<file path="config.mk">
export PLATFORM = sky130hd
export DESIGN_NAME = sprite_frame_sequencer
export DESIGN_NICKNAME = d
export VERILOG_FILES = /design/src/design/sfs_pkg.sv /design/src/design/sprite_frame_sequencer.sv /design/src/design/sfs_ctrl.sv /design/src/design/sfs_dp.sv
export SDC_FILE = /design/constraint.sdc
export NUM_CORES = 2
export LEC_CHECK = 0
export BUFFER_PORTS_ARGS = -buffer_cell sky130_fd_sc_hd__buf_4
export CORE_ASPECT_RATIO = 1.2
export CORE_MARGIN = 2
export CORE_UTILIZATION = 60
export DETAILED_ROUTE_END_ITERATION = 8
export HOLD_SLACK_MARGIN = 0.02
export PLACE_DENSITY = 0.72
export SLEW_MARGIN = 0
export SYNTH_ARGS = -nofsm -noshare
export SYNTH_HDL_FRONTEND = slang
export SYNTH_SLANG_ARGS = --single-unit
export TNS_END_PERCENT = 5
</file>
<file path="constraint.sdc">
create_clock -name clk -period 4.8 [get_ports clk]
set_input_delay 0.48 -clock clk [delete_from_list [all_inputs] [get_ports clk]]
set_output_delay 0.48 -clock clk [all_outputs]
set_load 0.1 [all_outputs]
</file>
<file path="src/design/sfs_pkg.sv">
package sfs_pkg;

    // configuration port
    localparam int CFG_IDX_W  = 3;
    localparam int CFG_DATA_W = 10;

    localparam logic [CFG_IDX_W-1:0] CFG_REPEAT_MODE   = 3'd0;
    localparam logic [CFG_IDX_W-1:0] CFG_FRAME_COUNT   = 3'd1;
    localparam logic [CFG_IDX_W-1:0] CFG_SHEET_COLUMNS = 3'd2;
    localparam logic [CFG_IDX_W-1:0] CFG_CELL_WIDTH    = 3'd3;
    localparam logic [CFG_IDX_W-1:0] CFG_CELL_HEIGHT   = 3'd4;

    // register widths and reset values
    localparam int FCOUNT_W = 7;
    localparam int COLS_W   = 5;
    localparam int CELL_W   = 10;

    localparam logic [FCOUNT_W-1:0] FRAME_COUNT_RST = 7'd1;
    localparam logic [COLS_W-1:0]   COLUMNS_RST     = 5'd5;

    // item fields
    localparam int IDX_W    = 6;
    localparam int ID_W     = 8;
    localparam int TICKS_W  = 16;
    localparam int ORIGIN_W = 18;

    localparam logic REQ_TICK = 1'b0;
    localparam logic REQ_LOAD = 1'b1;

    localparam logic [TICKS_W-1:0] TICKS_MAX = 16'hFFFF;

    // table entry: cell id above duration
    localparam int ENTRY_W = ID_W + TICKS_W;

    // divider runs one quotient bit per cycle
    localparam int DIV_CNT_W = 3;
    localparam logic [DIV_CNT_W-1:0] DIV_LAST = 3'd7;

    typedef struct packed {
        logic accept;
        logic step;
        logic div_init;
        logic div_step;
        logic mul;
        logic out_load;
    } cmd_t;

    typedef struct packed {
        logic stop;
        logic steps_done;
        logic div_last;
        logic out_free;
    } status_t;

endpackage

</file>
<file path="src/design/sprite_frame_sequencer.sv">
// channel  | handshake                   | payload
// ---------+-----------------------------+---------------------------------------------
// cfg      | cfg_valid / cfg_ready       | cfg_index, cfg_data
// item     | item_valid / item_stall     | req_type, entry_index, cell_id, hold_ticks
// result   | result_valid / result_stall | frame_index, origin_x, origin_y, advanced
//
// a tick item first makes s frame steps (at most the frames in use), each a read of the
// frame table and a step; for a load item or after the step bound the current
// entry is read; then the bit-serial cell id divider and the origin multipliers run
// one item is in work at a time; item_stall is high from the cycle after accept
// until the result is loaded into the output register
// the output register lets the next item in while a result waits on result_stall
// rst_n is asynchronous active low; it clears control and config state, not the table
// cfg_ready is always high; configuration must be written only while the block is idle;
// the block itself does not enforce it
module sprite_frame_sequencer #(
    parameter int MAX_FRAMES = 64
) (
    input  logic                            clk,
    input  logic                            rst_n,

    // configuration writes
    input  logic                            cfg_valid,
    output logic                            cfg_ready,
    input  logic [sfs_pkg::CFG_IDX_W-1:0]   cfg_index,
    input  logic [sfs_pkg::CFG_DATA_W-1:0]  cfg_data,

    // item channel
    input  logic                            item_valid,
    output logic                            item_stall,
    input  logic                            req_type,
    input  logic [sfs_pkg::IDX_W-1:0]       entry_index,
    input  logic [sfs_pkg::ID_W-1:0]        cell_id,
    input  logic [sfs_pkg::TICKS_W-1:0]     hold_ticks,

    // result channel
    output logic                            result_valid,
    input  logic                            result_stall,
    output logic [sfs_pkg::IDX_W-1:0]       frame_index,
    output logic [sfs_pkg::ORIGIN_W-1:0]    origin_x,
    output logic [sfs_pkg::ORIGIN_W-1:0]    origin_y,
    output logic                            advanced
);

    sfs_pkg::cmd_t    cmd;
    sfs_pkg::status_t status;
    logic             cfg_wr;

    // config is registered on the write, no back pressure
    assign cfg_ready = 1'b1;
    assign cfg_wr    = cfg_valid && cfg_ready;

    // controller: accepts items, walks zero-duration runs, sequences divide and multiply
    sfs_ctrl u_ctrl (
        .clk        (clk),
        .rst_n      (rst_n),
        .item_valid (item_valid),
        .req_type   (req_type),
        .item_stall (item_stall),
        .status     (status),
        .cmd        (cmd)
    );

    // datapath: config registers, frame table, tick counter, divider,
    // origin multipliers and the result register
    sfs_dp #(
        .MAX_FRAMES (MAX_FRAMES)
    ) u_dp (
        .clk          (clk),
        .rst_n        (rst_n),
        .cfg_valid    (cfg_wr),
        .cfg_index    (cfg_index),
        .cfg_data     (cfg_data),
        .req_type     (req_type),
        .entry_index  (entry_index),
        .cell_id      (cell_id),
        .hold_ticks   (hold_ticks),
        .cmd          (cmd),
        .status       (status),
        .result_stall (result_stall),
        .result_valid (result_valid),
        .frame_index  (frame_index),
        .origin_x     (origin_x),
        .origin_y     (origin_y),
        .advanced     (advanced)
    );

endmodule

</file>
<file path="src/design/sfs_ctrl.sv">
module sfs_ctrl (
    input  logic            clk,
    input  logic            rst_n,
    input  logic            item_valid,
    input  logic            req_type,
    output logic            item_stall,
    input  sfs_pkg::status_t status,
    output sfs_pkg::cmd_t   cmd
);

    typedef enum logic [7:0] {
        S_IDLE     = 8'b0000_0001,
        S_STEP_RD  = 8'b0000_0010,
        S_STEP     = 8'b0000_0100,
        S_EMIT_RD  = 8'b0000_1000,
        S_DIV_INIT = 8'b0001_0000,
        S_DIV      = 8'b0010_0000,
        S_MUL      = 8'b0100_0000,
        S_OUT      = 8'b1000_0000
    } state_t;

    state_t state_reg;
    state_t state_next;

    always_ff @(posedge clk or negedge rst_n)
    begin
        if (!rst_n)
        begin
            state_reg <= S_IDLE;
        end
        else
        begin
            state_reg <= state_next;
        end
    end

    always_comb
    begin
        state_next = state_reg;
        cmd        = '0;
        case (state_reg)
            S_IDLE:
            begin
                if (item_valid)
                begin
                    cmd.accept = 1'b1;
                    if (req_type == sfs_pkg::REQ_LOAD)
                    begin
                        state_next = S_EMIT_RD;
                    end
                    else
                    begin
                        state_next = S_STEP_RD;
                    end
                end
            end
            S_STEP_RD:
            begin
                state_next = S_STEP;
            end
            S_STEP:
            begin
                // frame entry is unchanged on stop, so its read data is still good
                if (status.stop)
                begin
                    state_next = S_DIV_INIT;
                end
                else
                begin
                    cmd.step = 1'b1;
                    if (status.steps_done)
                    begin
                        state_next = S_EMIT_RD;
                    end
                    else
                    begin
                        state_next = S_STEP_RD;
                    end
                end
            end
            S_EMIT_RD:
            begin
                state_next = S_DIV_INIT;
            end
            S_DIV_INIT:
            begin
                cmd.div_init = 1'b1;
                state_next   = S_DIV;
            end
            S_DIV:
            begin
                cmd.div_step = 1'b1;
                if (status.div_last)
                begin
                    state_next = S_MUL;
                end
            end
            S_MUL:
            begin
                cmd.mul    = 1'b1;
                state_next = S_OUT;
            end
            S_OUT:
            begin
                if (status.out_free)
                begin
                    cmd.out_load = 1'b1;
                    state_next   = S_IDLE;
                end
            end
            default:
            begin
                state_next = S_IDLE;
            end
        endcase
    end

    assign item_stall = (state_reg != S_IDLE);

endmodule

</file>
<file path="src/design/sfs_dp.sv">
module sfs_dp #(
    parameter int MAX_FRAMES = 64
) (
    input  logic                                clk,
    input  logic                                rst_n,
    input  logic                                cfg_valid,
    input  logic [sfs_pkg::CFG_IDX_W-1:0]       cfg_index,
    input  logic [sfs_pkg::CFG_DATA_W-1:0]      cfg_data,
    input  logic                                req_type,
    input  logic [sfs_pkg::IDX_W-1:0]           entry_index,
    input  logic [sfs_pkg::ID_W-1:0]            cell_id,
    input  logic [sfs_pkg::TICKS_W-1:0]         hold_ticks,
    input  sfs_pkg::cmd_t                       cmd,
    output sfs_pkg::status_t                    status,
    input  logic                                result_stall,
    output logic                                result_valid,
    output logic [sfs_pkg::IDX_W-1:0]           frame_index,
    output logic [sfs_pkg::ORIGIN_W-1:0]        origin_x,
    output logic [sfs_pkg::ORIGIN_W-1:0]        origin_y,
    output logic                                advanced
);

    localparam int PW = $clog2(MAX_FRAMES);
    localparam int NW = $clog2(MAX_FRAMES + 1);
    localparam int PX_W = sfs_pkg::CELL_W + sfs_pkg::COLS_W;
    localparam int PY_W = sfs_pkg::CELL_W + sfs_pkg::ID_W;

    // configuration registers
    logic                           repeat_reg;
    logic [sfs_pkg::FCOUNT_W-1:0]   frame_count_reg;
    logic [sfs_pkg::COLS_W-1:0]     columns_reg;
    logic [sfs_pkg::CELL_W-1:0]     cell_width_reg;
    logic [sfs_pkg::CELL_W-1:0]     cell_height_reg;

    // sequencing state
    logic [PW-1:0]                  cur_reg;
    logic [PW-1:0]                  cur_next;
    logic [sfs_pkg::TICKS_W-1:0]    tick_reg;
    logic [NW-1:0]                  steps_reg;
    logic                           adv_reg;

    // frame table
    logic [sfs_pkg::ENTRY_W-1:0]    table_mem [MAX_FRAMES];
    logic [sfs_pkg::ENTRY_W-1:0]    rdata_reg;
    logic                           wr_en;
    logic [PW-1:0]                  wr_addr;

    // divider and products
    logic [sfs_pkg::ID_W-1:0]       dvd_reg;
    logic [sfs_pkg::COLS_W-1:0]     rem_reg;
    logic [sfs_pkg::DIV_CNT_W-1:0]  div_cnt_reg;
    logic [sfs_pkg::COLS_W:0]       trial;
    logic                           qbit;
    logic [sfs_pkg::COLS_W-1:0]     cols_eff;
    logic [PX_W-1:0]                mul_x;
    logic [PY_W-1:0]                mul_y;
    logic [sfs_pkg::ORIGIN_W-1:0]   prod_x_reg;
    logic [sfs_pkg::ORIGIN_W-1:0]   prod_y_reg;

    // output register
    logic                           out_valid_reg;
    logic [sfs_pkg::IDX_W-1:0]      out_frame_reg;
    logic [sfs_pkg::ORIGIN_W-1:0]   out_x_reg;
    logic [sfs_pkg::ORIGIN_W-1:0]   out_y_reg;
    logic                           out_adv_reg;

    logic [NW-1:0]                  n_frames;
    logic [NW:0]                    cur_plus1;
    logic [NW-1:0]                  steps_plus1;
    logic                           is_last;
    logic [sfs_pkg::TICKS_W-1:0]    dur;
    logic                           is_load;

    always_ff @(posedge clk or negedge rst_n)
    begin
        if (!rst_n)
        begin
            repeat_reg      <= 1'b0;
            frame_count_reg <= sfs_pkg::FRAME_COUNT_RST;
            columns_reg     <= sfs_pkg::COLUMNS_RST;
            cell_width_reg  <= '0;
            cell_height_reg <= '0;
        end
        else if (cfg_valid)
        begin
            case (cfg_index)
                sfs_pkg::CFG_REPEAT_MODE:   repeat_reg      <= cfg_data[0];
                sfs_pkg::CFG_FRAME_COUNT:   frame_count_reg <= cfg_data[sfs_pkg::FCOUNT_W-1:0];
                sfs_pkg::CFG_SHEET_COLUMNS: columns_reg     <= cfg_data[sfs_pkg::COLS_W-1:0];
                sfs_pkg::CFG_CELL_WIDTH:    cell_width_reg  <= cfg_data;
                sfs_pkg::CFG_CELL_HEIGHT:   cell_height_reg <= cfg_data;
                default:
                begin
                end
            endcase
        end
    end

    // frames in use: zero counts as one, saturate at table depth
    always_comb
    begin
        if (frame_count_reg == '0)
        begin
            n_frames = NW'(1);
        end
        else if (32'(frame_count_reg) >= MAX_FRAMES)
        begin
            n_frames = NW'(MAX_FRAMES);
        end
        else
        begin
            n_frames = NW'(frame_count_reg);
        end
    end

    assign is_load     = (req_type == sfs_pkg::REQ_LOAD);
    assign cur_plus1   = (NW+1)'(cur_reg) + (NW+1)'(1);
    assign is_last     = (cur_plus1 >= (NW+1)'(n_frames));
    assign steps_plus1 = steps_reg + NW'(1);
    assign dur         = rdata_reg[sfs_pkg::TICKS_W-1:0];
    assign cur_next    = is_last ? '0 : PW'(cur_plus1);

    assign status.stop       = (tick_reg < dur) || (is_last && !repeat_reg);
    assign status.steps_done = (steps_plus1 == n_frames);
    assign status.div_last   = (div_cnt_reg == sfs_pkg::DIV_LAST);
    assign status.out_free   = !out_valid_reg || !result_stall;

    always_ff @(posedge clk or negedge rst_n)
    begin
        if (!rst_n)
        begin
            cur_reg   <= '0;
            tick_reg  <= '0;
            steps_reg <= '0;
            adv_reg   <= 1'b0;
        end
        else if (cmd.accept)
        begin
            adv_reg   <= 1'b0;
            steps_reg <= '0;
            if (is_load)
            begin
                cur_reg  <= '0;
                tick_reg <= '0;
            end
            else if (tick_reg != sfs_pkg::TICKS_MAX)
            begin
                tick_reg <= tick_reg + 1'b1;
            end
        end
        else if (cmd.step)
        begin
            cur_reg   <= cur_next;
            tick_reg  <= '0;
            adv_reg   <= 1'b1;
            steps_reg <= steps_plus1;
        end
    end

    // loads beyond the table are dropped
    assign wr_en   = cmd.accept && is_load && (32'(entry_index) < MAX_FRAMES);
    assign wr_addr = PW'(entry_index);

    always_ff @(posedge clk)
    begin
        if (wr_en)
        begin
            table_mem[wr_addr] <= {cell_id, hold_ticks};
        end
        rdata_reg <= table_mem[cur_reg];
    end

    // restoring divide of cell id by column count
    assign cols_eff = (columns_reg == '0) ? sfs_pkg::COLS_W'(1) : columns_reg;
    assign trial    = {rem_reg, dvd_reg[sfs_pkg::ID_W-1]};
    assign qbit     = (trial >= {1'b0, cols_eff});

    always_ff @(posedge clk or negedge rst_n)
    begin
        if (!rst_n)
        begin
            div_cnt_reg <= '0;
        end
        else if (cmd.div_init)
        begin
            div_cnt_reg <= '0;
        end
        else if (cmd.div_step)
        begin
            div_cnt_reg <= div_cnt_reg + 1'b1;
        end
    end

    assign mul_x = cell_width_reg * rem_reg;
    assign mul_y = cell_height_reg * dvd_reg;

    always_ff @(posedge clk)
    begin
        if (cmd.div_init)
        begin
            dvd_reg <= rdata_reg[sfs_pkg::ENTRY_W-1:sfs_pkg::TICKS_W];
            rem_reg <= '0;
        end
        else if (cmd.div_step)
        begin
            dvd_reg <= {dvd_reg[sfs_pkg::ID_W-2:0], qbit};
            if (qbit)
            begin
                rem_reg <= sfs_pkg::COLS_W'(trial - {1'b0, cols_eff});
            end
            else
            begin
                rem_reg <= sfs_pkg::COLS_W'(trial);
            end
        end
        if (cmd.mul)
        begin
            prod_x_reg <= sfs_pkg::ORIGIN_W'(mul_x);
            prod_y_reg <= sfs_pkg::ORIGIN_W'(mul_y);
        end
    end

    always_ff @(posedge clk or negedge rst_n)
    begin
        if (!rst_n)
        begin
            out_valid_reg <= 1'b0;
        end
        else if (cmd.out_load)
        begin
            out_valid_reg <= 1'b1;
        end
        else if (!result_stall)
        begin
            out_valid_reg <= 1'b0;
        end
    end

    always_ff @(posedge clk)
    begin
        if (cmd.out_load)
        begin
            out_frame_reg <= sfs_pkg::IDX_W'(cur_reg);
            out_x_reg     <= prod_x_reg;
            out_y_reg     <= prod_y_reg;
            out_adv_reg   <= adv_reg;
        end
    end

    assign result_valid = out_valid_reg;
    assign frame_index  = out_frame_reg;
    assign origin_x     = out_x_reg;
    assign origin_y     = out_y_reg;
    assign advanced     = out_adv_reg;

endmodule

</file>
==> impl_metrics.env <==
export IMPL_switching_power_w=0.00823
export IMPL_max_freq_mhz=216
export IMPL_clk_insertion_delay_late_ps=800
export IMPL_comb_power_share=0.129
export IMPL_rrSetupSlack_ps=170
export IMPL_setup_violations_final=0
export IMPL_whs_path_depth=4
export IMPL_syn_inst=4050
export IMPL_ant_nets=0
export IMPL_portBuffers=90
export IMPL_swShare=0.244
export IMPL_cpMaxStageDelayCell="or4_1"
export IMPL_tightestPinTransition_ps=1030
export IMPL_gp_congestion=0.843
export IMPL_syn2layout_area_growth_pct=11.3
export IMPL_ir_drop_mv=0.280
export IMPL_antenna_found_initial=5
export IMPL_cts_root_buffer="clkbuf_16"
export IMPL_pwr_share_seq=0.504
export IMPL_hold_viol_final=0
export IMPL_r2r_worst_path_cells=13
export IMPL_synthTopCellsByCount="edfxtp_1 (1617), mux2i_1 (392), mux4_2 (192)"
export IMPL_path_cells="and2_1 -> fa_1 -> fa_1 -> fa_1 -> inv_1 -> fa_1 -> inv_1 -> ha_1 -> or4_1 -> o22ai_2 -> o21ai_1 -> o41a_1 -> xnor2_1"
export IMPL_period_minus_slack_ps=4630
export IMPL_cts_max_path_buffers=3
export IMPL_maxSlewViolCount=0
export IMPL_reg2reg_to="u_dp.prod_y_reg[17]"
export IMPL_nNetsFinal=4456
export IMPL_wirelength_mm=165
export IMPL_post_synth_top_count_cell="edfxtp_1"
export IMPL_synth_cell_area_sq_mm=0.0713
export IMPL_hold_end="u_dp.repeat_reg"
export IMPL_arrival_ps=5160
export IMPL_final_setup_tns_ps=0
export IMPL_die_w_um=319
export IMPL_end_kind="register"
export IMPL_cts_num_sinks=1721
export IMPL_fp_coreArea_sq_mm=0.118
export IMPL_syn_area_per_cell_sq_um=17.6
export IMPL_grt_ovfl_total=0
export IMPL_grt_max_degree=131
export IMPL_highest_layer="met5"
export IMPL_fin_crit_sh=0.966
export IMPL_synthArstFlopShare=0.0436
export IMPL_routed_wl_met3_mm=13.4
export IMPL_dr_pass1_iters=5
export IMPL_drtIter0Drc=3755
export IMPL_leakagePower_nw=25.4
export IMPL_drive_gt1_frac=0.178
export IMPL_p_int_w=0.0255
export IMPL_wire_per_inst_um=27.8
export IMPL_yosysTopAreaCellShare=0.681
export IMPL_rsz0062_at_grt="true"
export IMPL_wl_met2_mm=82.2
export IMPL_power_density_mw_per_mm2=425
export IMPL_drv_cap=0
export IMPL_finClkSkew_ps=22.6
export IMPL_slew_limit_headroom=0.312
export IMPL_vias=38276
export IMPL_synth_cell_types=76
export IMPL_worst_setup_path_type="register to register"
export IMPL_crit_path_max_fanout=7
export IMPL_start_util=0.605
export IMPL_grt_pass1_vias=38863
export IMPL_dp_hpwl_mm=89.9
export IMPL_htree_num_levels=4
export IMPL_synth_edf_count=1617
export IMPL_die_area_sq_mm=0.122
export IMPL_synth_top_area_cell="edfxtp_1"
export IMPL_p_total_w=0.0338
export IMPL_hp_class="input port to register"
export IMPL_path_common_cell="fa_1"
export IMPL_synth_top_flop_cell="edfxtp_1"
export IMPL_clkSlewWorstSetupHoldPaths_ps=60
export IMPL_drc=0
export IMPL_drt_met1_wl_mm=63.4
export IMPL_ys_seq_elements=1721
export IMPL_numCtsBuffers=160
export IMPL_cts_tree="yes"
export IMPL_ys_seq_area_frac=0.716
export IMPL_status="finished, final reports clean"
export IMPL_fin_area_sq_mm=0.0794
export IMPL_reg2reg_from="u_dp.dvd_reg[2]"
export IMPL_die_h_um=382
export IMPL_start_kind="register"
export IMPL_ys_warn_count=0
export IMPL_rows=138
export IMPL_pin_count=95
export IMPL_vias_per_cell=6.47
export IMPL_grt_first_pass_wirelength_mm=243
export IMPL_pwr_share_clk=0.367
export IMPL_required_ps=5330
export IMPL_min_delay_start="cfg_index[0]"
export IMPL_cpPeakStageDelay_ps=550
export IMPL_synth_area_leaders="edfxtp_1 (68%), mux4_2 (6.1%), mux2i_1 (5.5%)"
export IMPL_largest_register_ffs=1536
export IMPL_place_area_sq_mm=0.0741
export IMPL_grt_use_total=0.272
[cell families after synthesis]
kind of cell	after synthesis	share of synthesized area
compound gates	668	0.0638
xor+xnor	34	0.00418
fa+ha+maj	166	0.0368
buf+inv	336	0.0230
flops	1721	0.716
mux	621	0.122
other cells	2	0.000105
simple gates	502	0.0350
[area by class of cell]
cell class / instances / area [sq um]
sequential: 1721 / 51000
timing repair buffer: 244 / 2000
antenna: 2 / 5.00
fill: 7677 / 38600
inverter: 119 / 447
tap: 1540 / 1930
multi-input combinational: 1995 / 18900
clock inverter: 81 / 748
clock buffer: 210 / 4350
[routing by layer]
layer / up-vias / track usage
met5: - / 0
met4: 6 / 0.105
met3: 308 / 0.0479
met2: 1671 / 0.458
met1: 19716 / 0.358
li1: 16575 / -
[critical path: cells and delay by family, from the launching register on]
family / cells / cell delay (ps)
AO/OA/AOI/OAI: 3 / 680
flip-flops: 1 / 480
XOR/XNOR: 1 / 130
buffers and inverters: 2 / 90
AND/OR/NAND/NOR: 2 / 780
adder cells (fa/ha/maj): 5 / 2220
[power groups by stage]
stage               Sequential [W]  Combinational (W)  Clock (W)
floorplan                   0.0172            0.00317          0
global placement            0.0173            0.00419          0
detailed placement          0.0173            0.00431          0
CTS                         0.0170            0.00435     0.0126
global route                0.0170            0.00487     0.0131
finish                      0.0170            0.00434     0.0124
[worst max path at each step]
stage | slack (ps) | start | cells after the start | to
4_1_cts | 50 | u_dp.dvd_reg[3] | 13 | u_dp.prod_y_reg[17]
2_1_floorplan | 380 | u_dp.dvd_reg[2] | 14 | u_dp.prod_y_reg[17]
6_report | 170 | u_dp.dvd_reg[2] | 13 | u_dp.prod_y_reg[17]
3_5_place_dp | 40 | u_dp.dvd_reg[3] | 13 | u_dp.prod_y_reg[17]
3_3_place_gp | 120 | u_dp.dvd_reg[3] | 13 | u_dp.prod_y_reg[17]
5_1_grt | -6 | u_dp.dvd_reg[2] | 15 | u_dp.prod_y_reg[17]
[placed cells by master, fill, tap and decap left out, types with 13 or more instances in the layout]
cell type	instances
xnor2_1	24
fa_1	73
mux2i_1	392
and2_1	104
nand2_1	149
a211oi_1	33
mux4_2	192
clkbuf_1	41
nor2_1	60
nor2b_1	14
dlygate4sd3_1	13
o22ai_1	96
clkinv_1	31
o221ai_1	121
edfxtp_1	1617
a22oi_1	25
ha_1	93
dfrtp_1	67
nor3_1	14
dfxtp_1	29
buf_4	219
inv_1	119
clkinv_2	21
nor2_2	65
o21ai_0	122
a21oi_1	127
o32ai_1	74
a31oi_1	13
mux2_2	37
clkbuf_16	166
nand3_1	29
[per-stage QoR]
| step | instances | hold WS [ps] | setup WS (ps) | utilization |
|---|---|---|---|---|
| 2_1_floorplan | 4052 | 184 | 383 | - |
| 3_3_place_gp | 5603 | 401 | 124 | 0.628 |
| 3_5_place_dp | 5603 | 405 | 39.5 | 0.628 |
| 4_1_cts | 5907 | 25.8 | 52.0 | 0.673 |
| 5_1_grt | 5911 | 86.9 | -5.91 | 0.673 |
| 6_report | 5912 | 73.6 | 166 | 0.673 |
[repair_timing]
item	CTS	global route
resized for setup	0	4
setup buffers	0	3
hold endpoints to repair	107	0
endpoints found under the setup margin	0	2
hold buffers	13	0
Power figures use the tool's default switching activity.
